$ cat src/hw/rtl/dpms_pkg.sv
// ----------------------------------------------------------------------------
// dpms_pkg
// Types and constants for the door position motor sequencer: door states,
// motor actions, event codes and the configuration register map.
// ----------------------------------------------------------------------------
package dpms_pkg;

  localparam int CFG_REGS       = 8;
  localparam int CFG_INDEX_BITS = 3;
  localparam int CFG_DATA_BITS  = 8;

  typedef logic [CFG_DATA_BITS-1:0] cfg_word_t;

  typedef enum logic [CFG_INDEX_BITS-1:0] {
    REG_CLOSED_LOW  = 3'd0,
    REG_CLOSED_HIGH = 3'd1,
    REG_HALF_LOW    = 3'd2,
    REG_HALF_HIGH   = 3'd3,
    REG_OPEN_LOW    = 3'd4,
    REG_OPEN_HIGH   = 3'd5,
    REG_DETECT_LOW  = 3'd6,
    REG_DETECT_HIGH = 3'd7
  } reg_index_t;

  localparam cfg_word_t CFG_RESET [CFG_REGS] = '{
    8'd32, 8'd34, 8'd93, 8'd96, 8'd142, 8'd143, 8'd138, 8'd140
  };

  typedef enum logic [1:0] {
    OP_OPEN       = 2'd0,
    OP_SAMPLE     = 2'd1,
    OP_FULL_CLOSE = 2'd2
  } opcode_t;

  typedef enum logic [2:0] {
    ST_UNKNOWN = 3'd0,
    ST_CLOSED  = 3'd1,
    ST_HALF    = 3'd2,
    ST_OPENING = 3'd3,
    ST_OPEN    = 3'd4,
    ST_DETECT  = 3'd5,
    ST_HOME    = 3'd6
  } door_state_t;

  typedef enum logic [1:0] {
    ACT_NONE = 2'd0,
    ACT_FWD  = 2'd1,
    ACT_REV  = 2'd2,
    ACT_STOP = 2'd3
  } action_t;

  typedef struct packed {
    door_state_t door_state;
    action_t     motor_action;
    logic        full_close_busy;
  } result_t;

endpackage

$ cat src/hw/rtl/door_position_motor_sequencer.sv
// ----------------------------------------------------------------------------
// door_position_motor_sequencer
// Door state tracking and stepper command sequencing from open, sensor
// sample and full-close events, with configurable inclusive sensor windows.
// ----------------------------------------------------------------------------
// each input beat's result is registered into the two-entry output buffer
// throughput: one beat per cycle while in_ready is high, set by the single state register update
// a two-entry output buffer keeps in_ready high while one result waits
// reset: synchronous; door state unknown, full close idle, windows to defaults
module door_position_motor_sequencer #(
  parameter int HOME_OPEN_LEVEL = 144,
  parameter int SENSOR_BITS     = 8
) (
  input  logic                                 clk,
  input  logic                                 rst,

  input  logic                                 cfg_en,
  input  logic [dpms_pkg::CFG_INDEX_BITS-1:0]  cfg_index,
  input  logic [dpms_pkg::CFG_DATA_BITS-1:0]   cfg_data,

  input  logic                                 in_valid,
  output logic                                 in_ready,
  input  logic [1:0]                           opcode,
  input  logic [SENSOR_BITS-1:0]               sensor_value,

  output logic                                 out_valid,
  input  logic                                 out_ready,
  output logic [2:0]                           door_state,
  output logic [1:0]                           motor_action,
  output logic                                 full_close_busy
);

  localparam logic [SENSOR_BITS-1:0] HOME_LEVEL = SENSOR_BITS'(HOME_OPEN_LEVEL);

  dpms_pkg::cfg_word_t   cfg_regs [dpms_pkg::CFG_REGS];
  dpms_pkg::door_state_t door_mode, door_mode_next;
  logic                  closing_fully, closing_fully_next;
  dpms_pkg::action_t     act;

  dpms_pkg::result_t     res_new, out_res, skid_res;
  logic                  skid_valid;
  logic                  push, pop;

  logic win_closed, win_half, win_open, win_detect;

  function automatic logic in_win(input logic [SENSOR_BITS-1:0] v,
                                  input dpms_pkg::cfg_word_t lo,
                                  input dpms_pkg::cfg_word_t hi);
    return (v >= SENSOR_BITS'(lo)) && (v <= SENSOR_BITS'(hi));
  endfunction

  assign win_closed = in_win(sensor_value, cfg_regs[dpms_pkg::REG_CLOSED_LOW],
                             cfg_regs[dpms_pkg::REG_CLOSED_HIGH]);
  assign win_half   = in_win(sensor_value, cfg_regs[dpms_pkg::REG_HALF_LOW],
                             cfg_regs[dpms_pkg::REG_HALF_HIGH]);
  assign win_open   = in_win(sensor_value, cfg_regs[dpms_pkg::REG_OPEN_LOW],
                             cfg_regs[dpms_pkg::REG_OPEN_HIGH]);
  assign win_detect = in_win(sensor_value, cfg_regs[dpms_pkg::REG_DETECT_LOW],
                             cfg_regs[dpms_pkg::REG_DETECT_HIGH]);

  // configuration registers
  always_ff @(posedge clk) begin
    if (rst) begin
      for (int i = 0; i < dpms_pkg::CFG_REGS; i++) begin
        cfg_regs[i] <= dpms_pkg::CFG_RESET[i];
      end
    end else if (cfg_en) begin
      cfg_regs[cfg_index] <= cfg_data;
    end
  end

  // next state
  always_comb begin
    door_mode_next     = door_mode;
    closing_fully_next = closing_fully;
    if (closing_fully) begin
      if (opcode == dpms_pkg::OP_SAMPLE && win_closed) begin
        closing_fully_next = 1'b0;
      end
    end else begin
      unique case (opcode)
        dpms_pkg::OP_OPEN: begin
          if (door_mode == dpms_pkg::ST_UNKNOWN || door_mode == dpms_pkg::ST_CLOSED ||
              door_mode == dpms_pkg::ST_HALF) begin
            door_mode_next = dpms_pkg::ST_OPENING;
          end
        end
        dpms_pkg::OP_FULL_CLOSE: closing_fully_next = 1'b1;
        dpms_pkg::OP_SAMPLE: begin
          unique case (door_mode)
            dpms_pkg::ST_OPENING: if (win_open) door_mode_next = dpms_pkg::ST_OPEN;
            dpms_pkg::ST_OPEN:    if (win_detect) door_mode_next = dpms_pkg::ST_DETECT;
            dpms_pkg::ST_DETECT:  if (win_half) door_mode_next = dpms_pkg::ST_HALF;
            default: begin
              if (win_closed) door_mode_next = dpms_pkg::ST_CLOSED;
              else if (win_half) door_mode_next = dpms_pkg::ST_HALF;
              else if (sensor_value > HOME_LEVEL) door_mode_next = dpms_pkg::ST_HOME;
              else door_mode_next = dpms_pkg::ST_UNKNOWN;
            end
          endcase
        end
        default: ;
      endcase
    end
  end

  // motor action
  always_comb begin
    act = dpms_pkg::ACT_NONE;
    if (closing_fully) begin
      if (opcode == dpms_pkg::OP_SAMPLE && win_closed) act = dpms_pkg::ACT_STOP;
    end else begin
      unique case (opcode)
        dpms_pkg::OP_OPEN: begin
          if (door_mode == dpms_pkg::ST_UNKNOWN || door_mode == dpms_pkg::ST_CLOSED ||
              door_mode == dpms_pkg::ST_HALF) begin
            act = dpms_pkg::ACT_REV;
          end
        end
        dpms_pkg::OP_FULL_CLOSE: act = dpms_pkg::ACT_FWD;
        dpms_pkg::OP_SAMPLE: begin
          unique case (door_mode)
            dpms_pkg::ST_OPENING: if (win_open) act = dpms_pkg::ACT_STOP;
            dpms_pkg::ST_OPEN:    if (win_detect) act = dpms_pkg::ACT_FWD;
            dpms_pkg::ST_DETECT:  if (win_half) act = dpms_pkg::ACT_STOP;
            default: act = dpms_pkg::ACT_NONE;
          endcase
        end
        default: ;
      endcase
    end
  end

  assign res_new = '{door_state:      door_mode_next,
                     motor_action:    act,
                     full_close_busy: closing_fully_next};

  assign in_ready = !skid_valid;
  assign push     = in_valid && in_ready;
  assign pop      = out_valid && out_ready;

  always_ff @(posedge clk) begin
    if (rst) begin
      door_mode     <= dpms_pkg::ST_UNKNOWN;
      closing_fully <= 1'b0;
    end else if (push) begin
      door_mode     <= door_mode_next;
      closing_fully <= closing_fully_next;
    end
  end

  // two-entry result buffer
  always_ff @(posedge clk) begin
    if (rst) begin
      out_valid  <= 1'b0;
      skid_valid <= 1'b0;
    end else if (pop) begin
      if (skid_valid) begin
        out_res    <= skid_res;
        skid_valid <= 1'b0;
      end else if (push) begin
        out_res <= res_new;
      end else begin
        out_valid <= 1'b0;
      end
    end else if (push) begin
      if (!out_valid) begin
        out_res   <= res_new;
        out_valid <= 1'b1;
      end else begin
        skid_res   <= res_new;
        skid_valid <= 1'b1;
      end
    end
  end

  assign door_state      = out_res.door_state;
  assign motor_action    = out_res.motor_action;
  assign full_close_busy = out_res.full_close_busy;

endmodule

$ cat config.mk
export PLATFORM = sky130hd
export DESIGN_NAME = door_position_motor_sequencer
export DESIGN_NICKNAME = d
export VERILOG_FILES = /design/src/hw/rtl/dpms_pkg.sv /design/src/hw/rtl/door_position_motor_sequencer.sv
export SDC_FILE = /design/constraint.sdc
export NUM_CORES = 1
export LEC_CHECK = 0
export ABC_AREA = 1
export BUFFER_PORTS_ARGS = -buffer_cell sky130_fd_sc_hd__buf_2
export CAP_MARGIN = 0
export CORE_MARGIN = 2
export CORE_UTILIZATION = 55
export DETAILED_ROUTE_END_ITERATION = 16
export HOLD_SLACK_MARGIN = 0.05
export PLACE_DENSITY_LB_ADDON = 0.25
export SYNTH_ARGS = -nofsm -noshare
export SYNTH_HDL_FRONTEND = slang
export SYNTH_SLANG_ARGS = --single-unit
$ cat constraint.sdc
create_clock -name clk -period 2.6 [get_ports clk]
set_clock_uncertainty 0.15 [all_clocks]
set_input_delay 0.26 -clock clk [delete_from_list [all_inputs] [get_ports clk]]
set_output_delay 0.26 -clock clk [all_outputs]
set_load 0.01 [all_outputs]
Yosys cells after proc, flatten, opt, wreduce, memory -nomap -nowiden

Memories as Yosys holds them, arrays and structs flattened.
Index checks and enable logic that the tools add are counted.

Output and inout bits: 8
RAM bits: 64
Register bits: 18
Logic and storage cells: 90
Memories: 1

Order comparisons: 9
Equal/unequal tests: 10
Muxes and demuxes: 38
Reduce and logical (&&, ||, !) cells: 20
Bitwise logic cells: 2

Memories:

| memory   | depth | bits a word | rd ports | clocked after memory_dff | wr ports | line                                | text |
|---|---|---|---|---|---|---|---|
| cfg_regs | 8     | 8           | 8        | 0                        | 8        | door_position_motor_sequencer.sv:35 | `dpms_pkg::cfg_word_t cfg_regs [dpms_pkg::CFG_REGS];` |

Operators with widths:

| operator                                                        | count |
|---|---|
| 8-bit >= comparator                                             | 4 |
| 8-bit <= comparator                                             | 4 |
| 6-bit 2-to-1 mux                                                | 5 |
| 3-bit 2-to-1 mux                                                | 9 |
| 1-bit 2-to-1 mux                                                | 14 |
| 2-bit case mux with 3 select lines                              | 2 |
| 2-bit 2-to-1 mux                                                | 5 |
| 3-bit case mux with 3 select lines                              | 1 |
| 8-bit > comparator, second input constant                       | 1 |
| 8-bit 2-to-1 mux                                                | 1 |
| 4-bit AND reduction                                             | 2 |
| 8-bit OR reduction                                              | 1 |
| 1-bit logical AND                                               | 7 |
| 3-bit by 2-bit == test with 1-bit output, second input constant | 2 |
| 3-bit == test, second input constant                            | 2 |
| 3-bit case mux with 2 select lines                              | 1 |
| 2-bit != test, second input constant                            | 2 |
| 2-bit nonzero test                                              | 2 |
| 3-bit by 1-bit == test with 1-bit output, second input constant | 1 |
| 3-bit zero test                                                 | 1 |
| 3-bit AND reduction                                             | 1 |
| 2-bit by 1-bit == test with 1-bit output, second input constant | 1 |
| 2-bit == test, second input constant                            | 1 |
| 2-bit zero test                                                 | 1 |
| other kinds (6)                                                 | 8 |

Logic depth before layout (Yosys ltp)

Gate-level depths: netlist (run 1).

Depth after elaboration: 10
Mapped depth: 21
Mapped depth without buffers: 21

Least setup slack after synthesis (run 1)

No wires, ideal clock.

Path kind: in2reg
Start point: input port sensor_value[0]
End point: register out_res (netlist bit motor_action[1]) (data pin)
Arrival time: 1.566 ns
Required time: 2.197 ns
Buffers on the path: 0
Cell stages on the path: 16
Slack: 0.632 ns
Library setup time: 0.253 ns
Cell sequence: inv_1 ha_1 nand2_1 nand3b_1 nand2_1 nand2_1 nand2_1 nand2_1 nand2_2 inv_2 nand2_1 nand2_1 a21boi_1 o21ai_2 nand2_1 nand2_1

Word-level cells in the longest chain between the ends: 9
Elaborated cells on any way between the ends: 21
Classes of those cells: order compare (6); mux (11); reduce/logical (4)

Ends and longest elaborated chain:

| what                                                       | line                                                                       | text |
|---|---|---|
| start: declaration                                         | door_position_motor_sequencer.sv:24                                        | `input logic [SENSOR_BITS-1:0] sensor_value,` |
| 8-bit >= comparator or 8-bit <= comparator (tied branches) | door_position_motor_sequencer.sv:49                                        | `return (v >= SENSOR_BITS'(lo)) && (v <= SENSOR_BITS'(hi));` |
| 1-bit logical AND                                          | door_position_motor_sequencer.sv:49                                        |  |
| 2-bit 2-to-1 mux, on equally long branches                 | door_position_motor_sequencer.sv:125, door_position_motor_sequencer.sv:123 |  |
| 2-bit case mux with 3 select lines                         | door_position_motor_sequencer.sv:122                                       | `unique case (door_mode)` |
| 2-bit case mux with 3 select lines                         | door_position_motor_sequencer.sv:113                                       | `unique case (opcode)` |
| 2-bit 2-to-1 mux *                                         | door_position_motor_sequencer.sv:110                                       | `if (closing_fully) begin` |
| via act[1]                                                 | door_position_motor_sequencer.sv:38                                        | `dpms_pkg::action_t act;` |
| 6-bit 2-to-1 mux, on equally long branches                 | door_position_motor_sequencer.sv:167, door_position_motor_sequencer.sv:161 |  |
| 6-bit 2-to-1 mux, on equally long branches                 | door_position_motor_sequencer.sv:166, door_position_motor_sequencer.sv:158 |  |
| 6-bit 2-to-1 mux *                                         | door_position_motor_sequencer.sv:157                                       | `end else if (pop) begin` |
| end signal: assignment                                     | door_position_motor_sequencer.sv:159                                       | `out_res <= skid_res;` |
| end signal: assignment                                     | door_position_motor_sequencer.sv:162                                       | `out_res <= res_new;` |
| end signal: assignment                                     | door_position_motor_sequencer.sv:168                                       | `out_res <= res_new;` |
| end: declaration                                           | door_position_motor_sequencer.sv:40                                        | `dpms_pkg::result_t res_new, out_res, skid_res;` |

The timed path passes the listed nets; every way through them passes the cells marked *. The select of a mux whose other input is x is not followed.
A chain may end at the register's enable or synchronous reset.

==> results of run 1 <==
## registers in the layout, indices dropped and copies added (netlist names)
name / count
skid_valid: 1
full_close_busy: 1
motor_action: 2
door_state: 3
out_valid: 1
door_mode: 3
cfg_regs: 64
closing_fully: 1
skid_res: 6
## cell type report
type	count	area, um2	area share
timing repair buffer	36	193	0.0346
tap	108	135	0.0243
sequential	82	2400	0.431
clock inverter	5	80.1	0.0144
multi-input combinational	373	2160	0.387
inverter	126	473	0.0849
clock buffer	11	131	0.0236
## synth_stat cells (all sizes together)
master / count / area (um2)
nand4: 9 / 56.3
nand3b: 1 / 7.51
a21oi: 30 / 154
clkbuf: 1 / 3.75
edfxtp: 76 / 2280
nor3: 3 / 25.0
o21ai: 16 / 95.1
inv: 126 / 473
dfxtp: 6 / 120
ha: 64 / 801
nand2: 150 / 571
nor2: 84 / 343
nand3: 7 / 35.0
o21a: 4 / 30.0
o211a: 1 / 10.0
a21o: 2 / 15.0
a21boi: 2 / 15.0
## per-layer routing
layer / vias to the layer above / share of wire
met3: 43 / 0.065
met5: - / 0
met4: 0 / 0.042
li1: 1953 / -
met2: 132 / 0.50
met1: 1811 / 0.39
## metrics by stage
| step | utilization | area, um2 |
|---|---|---|
| after floorplan | - | 5040 |
| after global placement | 0.606 | 5340 |
| after detailed placement | 0.606 | 5340 |
| after CTS | 0.633 | 5570 |
| after global routing | 0.633 | 5570 |
| final | 0.633 | 5570 |
## worst min-delay path: cells and delay by family
kind / cells / cell delay, ns
simple gates: 2 / 0.16
compound gates: 1 / 0.04
buf+inv: 1 / 0.09
## timing repair
item / in CTS / in global routing
endpoints found under the setup margin: 0 / 0
endpoints found under the hold margin: 3 / 0
hold buffers: 2 / 0
## worst paths after layout
path | end | slack (ns) | depth (start not counted)
setup / recovery | cfg_regs[7][1] | 0.28 | 9
hold reg to reg | motor_action[0] | 0.38 | 2
setup reg to reg | door_state[0] | 0.32 | 16
hold / removal | skid_valid | 0.08 | 4
## power groups by stage
stage,registers [mW],logic [mW],clock network (mW)
finish,1.55,0.515,1.02
floorplan,1.58,0.339,0
detailed placement,1.58,0.505,0
CTS,1.55,0.516,1.01
global placement,1.58,0.474,0
global route,1.56,0.587,1.07
## cells by family (layout without fill, tap and decap cells)
group / after synthesis / in the layout / synth area share
compound gates: 55 / 55 / 0.0634
fa+ha+maj: 64 / 64 / 0.159
buf+inv: 127 / 178 / 0.0947
flops: 82 / 82 / 0.477
simple gates: 254 / 254 / 0.206
==> results by group, run 1 <==
Final layout
  – Share of layout cells above drive strength 1: 0.106
  – Most frequent cells in the layout: nand2_1, inv_1, nor2_1
  – Antenna Cells: 0
  – Finished Layout Cells: 741
  – Area grow syn2layout: 10.6%
  – Count of nets after finishing: 718
  – Commonest non-fill, non-tap cell in the layout: nand2_1
  – Fill cells: around 770

CTS
  – Clock Tree Buf Depth: 2
  – Post-CTS Resized: 0
  – H-tree depth: 3
  – Postcts setup bufs: 0
  – Worst skew pair latency: 0.36 ns
  – Clk sinks: 82
  – Reg clk slew, reported paths: 0.08 ns
  – CTS tree: done
  – Clk root buf: clkbuf_8
  – CTS Buf Count: 9

Global route
  – M1 GR Usage: 0.274
  – Initial antenna violation count: 0
  – Global-route met2 utilization: 0.441
  – First-pass GRT wire length: 18500 um
  – Largest net degree at the start of global routing: 15
  – GRT overflow: 0
  – Met3 Use GR: 0.0534
  – GR peak layer: met2
  – Total GRT Usage: 0.247
  – Vias in the first global route: 4007

Pwr
  – Cell internal pwr: 2.24 mW
  – Clk pwr share: 0.329
  – Power Dens Cells: between 500 and 600 mW/mm2
  – Overall power: 3.08 mW
  – Leakage: 2.77 nW
  – Worst VDD drop: 0.343 mV
  – Switching portion of total power: 0.273
  – NetSw: 0.842 mW
  – Seq pwr share: 0.504
  – Comb power frac: 0.167

Worst setup path
  – Cell Chain, Critical Path: dlygate4sd3_1, buf_2, inv_1, nand2_1, nor2_1, inv_1, nor2_1, inv_1, nand2_1
  – CP required: ~2.5 ns
  – FF-to-FF Start: cfg_regs[3][5]
  – Crit-path most repeated cell: inv_1
  – CP startpoint kind: primary input
  – Crit Path Max Fanout: 8
  – Worst setup path startpoint: rst
  – Worst path slowest cell: dlygate4sd3_1
  – Longest individual stage delay on the worst path: 0.53 ns
  – CP Data Arrival Time: 2.20 ns
  – Crit path max-delay family: buffers and inverters
  – Worst Path Buf+Inv: 5
  – Setup crit end kind: flip-flop
  – CP Class: in -> reg

Die
  – DIE AREA: 0.00994 mm2
  – I/O pins: 34
  – Die Height: around 100 um
  – Core area: 0.00881 mm2
  – Initial core utilization: 0.572
  – Row count: 34
  – Die Wd: around 100 um

Logic synthesis
  – Register area share after synthesis: 0.477
  – Synth Warn #: 0
  – Post-synth design cell area: 0.00504 mm2
  – Syn avg cell area: roughly 8.7 um2
  – Flops & latches, synth: between 80 and 90
  – Synth cell types: 26
  – Synth Instances: 582
  – Syn nets: about 670

Drt
  – WL/cell: ~16 um
  – Post-DRT Antenna Nets: 0
  – Total routed wirelength: 11500 um
  – Via-to-Cell Ratio: 5.32
  – DRC errors left: 0
  – Vias post-DR: between 3000 and 4000
  – First-pass detailed-route iteration total: 4
  – Initial DRC Count: 190

STA
  – Final Max Tran Viols: 0
  – Final number of setup-violating endpoints: 0
  – Setup TNS: 0 ns
  – Worst setup margin: about 0.28 ns
  – Final hold vios: 0
  – Fmax: about 0.43 GHz
  – Tightest Pin Transition: 0.520 ns
  – Unrepaired setup endpoints after global routing: no
  – WHS: 0.0785 ns
  – Fin crit share: 0.893
  – Crit path time final: 2.32 ns
  – Slew HR: 0.652

Placement
  – Post-DP HPWL: 8200 um
  – Buffers added on ports: 33
  – Dpl cells: 723
  – RePlAce Congestion: 0.921
  – Pre-CTS setup slack: 0.184 ns

Outcome
  – Status: finished clean

Min path
  – Hold_sp: out_ready
  – HP Class: in -> reg

Job
  – Max-cap violation count: 0
No activity file was read; power rests on OpenSTA's default activity.
==> run 2, diff against run 1 <==
--- a/config.mk
+++ b/config.mk
@@ -8,8 +8,10 @@
 export ABC_AREA = 1
 export BUFFER_PORTS_ARGS = -buffer_cell sky130_fd_sc_hd__buf_2
 export CAP_MARGIN = 0
+export CELL_PAD_IN_SITES_DETAIL_PLACEMENT = 1
+export CELL_PAD_IN_SITES_GLOBAL_PLACEMENT = 1
 export CORE_MARGIN = 2
-export CORE_UTILIZATION = 55
+export CORE_UTILIZATION = 47
 export DETAILED_ROUTE_END_ITERATION = 16
 export HOLD_SLACK_MARGIN = 0.05
 export PLACE_DENSITY_LB_ADDON = 0.25
==> results by group, run 2 (synthesis gave the netlist of run 1 again) <==
Pwr
  – Worst VDD drop: 0.219 mV (-36%)
  – Power Dens Cells: 536 mW/mm2 (-3.2%)
  – Leakage: 2.77 nW (-0.20%)
  – Overall power: 2.99 mW (-3.0%)

STA
  – Fmax: 0.418 GHz (-2.9%)
  – Final number of setup-violating endpoints: 0 (unchanged)
  – Setup TNS: 0 ns (unchanged)
  – Crit path time final: 2.39 ns (+0.0703 ns)
  – Tightest Pin Transition: 0.533 ns (+0.0135 ns)
  – Slew HR: 0.643 (-0.00901)
  – Final hold vios: 0 (unchanged)
  – Unrepaired setup endpoints after global routing: no
  – Fin crit share: 0.920 (+0.0270)
  – Final Max Tran Viols: 0 (unchanged)

Drt
  – Post-DRT Antenna Nets: 0 (unchanged)
  – DRC errors left: 0 (unchanged)
  – Total routed wirelength: 12900 um (+13%)
  – Initial DRC Count: 165 (-13%)
  – Vias post-DR: 3971 (+0.81%)
  – Via-to-Cell Ratio: 5.16 (-2.9%)
  – First-pass detailed-route iteration total: 4 (unchanged)
  – WL/cell: 16.8 um (+8.5%)

CTS
  – Postcts setup bufs: 0 (unchanged)
  – Clk root buf: clkbuf_8
  – Clk sinks: 82 (unchanged)
  – # hold bufs at CTS: 2 (unchanged)
  – Worst skew pair latency: 0.36 ns (about the same)
  – H-tree depth: 3 (unchanged)
  – Post-CTS Resized: 0 (unchanged)
  – Reg clk slew, reported paths: 0.08 ns (about the same)
  – CTS tree: done
  – Clock Tree Buf Depth: 2 (unchanged)
  – CTS Buf Count: 9 (unchanged)

Worst setup path
  – CP startpoint kind: primary input
  – Reg2Reg Setup Slack: 0.38 ns (+0.06 ns)
  – Crit Path Max Fanout: 8 (unchanged)
  – CP Data Arrival Time: 2.28 ns (+0.08 ns)
  – CP Class: in -> reg
  – R2R cell count: 15 (-1)
  – Setup crit end kind: flip-flop
  – CP required: 2.49 ns (about the same)
  – Crit Reg-Reg Endpoint: door_state[0]
  – FF-to-FF Start: cfg_regs[3][5]

Final layout
  – Count of nets after finishing: 719 (+0.14%)
  – Fill cells: 1264 (+64%)
  – Area grow syn2layout: 10.9%
  – Multi-input logic area: 0.00216 mm2 (unchanged)
  – Finished Layout Cells: 769 (+3.8%)
  – Share of layout cells above drive strength 1: 0.107 (+0.00158)
  – Storage cell area: 0.00240 mm2 (unchanged)
  – Largest registers: cfg_regs x64, skid_res x6
  – Largest Register: cfg_regs
  – Antenna Cells: 0 (unchanged)
  – Most frequent cells in the layout: nand2_1, inv_1, nor2_1
  – Commonest non-fill, non-tap cell in the layout: nand2_1
  – Max FFs per register: 64 (unchanged)

Die
  – Core area: 0.0104 mm2 (+18%)
  – Initial core utilization: 0.486 (-0.0863)
  – Row count: 37 (+8.8%)
  – Die Wd: 108 um (+7.8%)
  – DIE AREA: 0.0116 mm2 (+16%)
  – I/O pins: 34 (unchanged)
  – Die Height: 108 um (+7.8%)

Global route
  – GRT overflow: 0 (unchanged)
  – First-pass GRT wire length: 20600 um (+11%)
  – Initial antenna violation count: 0 (unchanged)
  – Largest net degree at the start of global routing: 14 (-1)
  – Vias in the first global route: 4227 (+5.5%)
  – Total GRT Usage: 0.241 (-0.00586)

Outcome
  – Status: finished clean

Job
  – Max-cap violation count: 0 (unchanged)

Min path
  – Hold endpoint: skid_valid
  – Hold_sp: out_ready
  – Hold path cells: 4 (unchanged)
  – HP Class: in -> reg

Placement
  – Post-DP HPWL: 9700 um (+18%)
  – RePlAce Congestion: 0.849 (-7.8%)
  – Buffers added on ports: 33 (unchanged)
  – Dpl cells: 752 (+4.0%)
[run 2: cell count changes in the layout (fill, tap and decap cells not counted), sizes merged]
| cell | change |
|---|---|
| buf | +1 |
| bufinv | -1 |
| clkinv | +2 |
| clkbuf | -2 |
[run 2: metrics by stage]
step	hold WS [ns]	area [um2]	util	setup WS, ns
finish	0.0911	5590	0.539	0.208
global route	0.129	5590	0.539	0.100
CTS	0.0737	5590	0.539	0.220
detailed placement	0.367	5380	0.519	0.0366
global placement	0.347	5380	0.519	0.213
floorplan	0.179	5040	-	0.632
[run 2: layout make-up]
type	count	share of cell area
inverter	126	0.0847
timing repair buffer	37	0.0358
sequential	82	0.430
clock inverter	6	0.0105
multi-input combinational	373	0.386
tap	136	0.0305
clock buffer	9	0.0222
[run 2: worst max path at each step]
stage | from | endpoint | slack [ns] | cells after the start
3_5_place_dp | sensor_value[0] | motor_action[1] | 0.04 | 17
5_1_grt | rst | cfg_regs[5][2] | 0.10 | 9
6_report | rst | cfg_regs[7][0] | 0.21 | 9
2_1_floorplan | sensor_value[0] | motor_action[1] | 0.63 | 16
3_3_place_gp | sensor_value[0] | motor_action[1] | 0.21 | 17
4_1_cts | rst | cfg_regs[7][2] | 0.22 | 9
[run 2: where the power goes]
group          internal [mW]  switching, mW
Clock                  0.432          0.476
Combinational          0.181          0.349
Sequential              1.52         0.0319
[run 2: metal layers]
| layer | wire length (um) | GRT usage | vias to the layer above |
|---|---|---|---|
| li1 | - | - | 1955 |
| met1 | 5490 | 0.278 | 1927 |
| met2 | 6780 | 0.449 | 69 |
| met3 | 420 | 0.0285 | 20 |
| met4 | 251 | 0.0980 | 0 |
| met5 | 0 | 0 | - |
[run 2: critical path, cell delays in order]
cell	delay, ns
dlygate4sd3_1	0.53
buf_2	0.16
inv_1	0.07
nand2_1	0.10
nor2_1	0.14
inv_1	0.10
nor2_1	0.35
inv_1	0.22
nand2_1	0.34
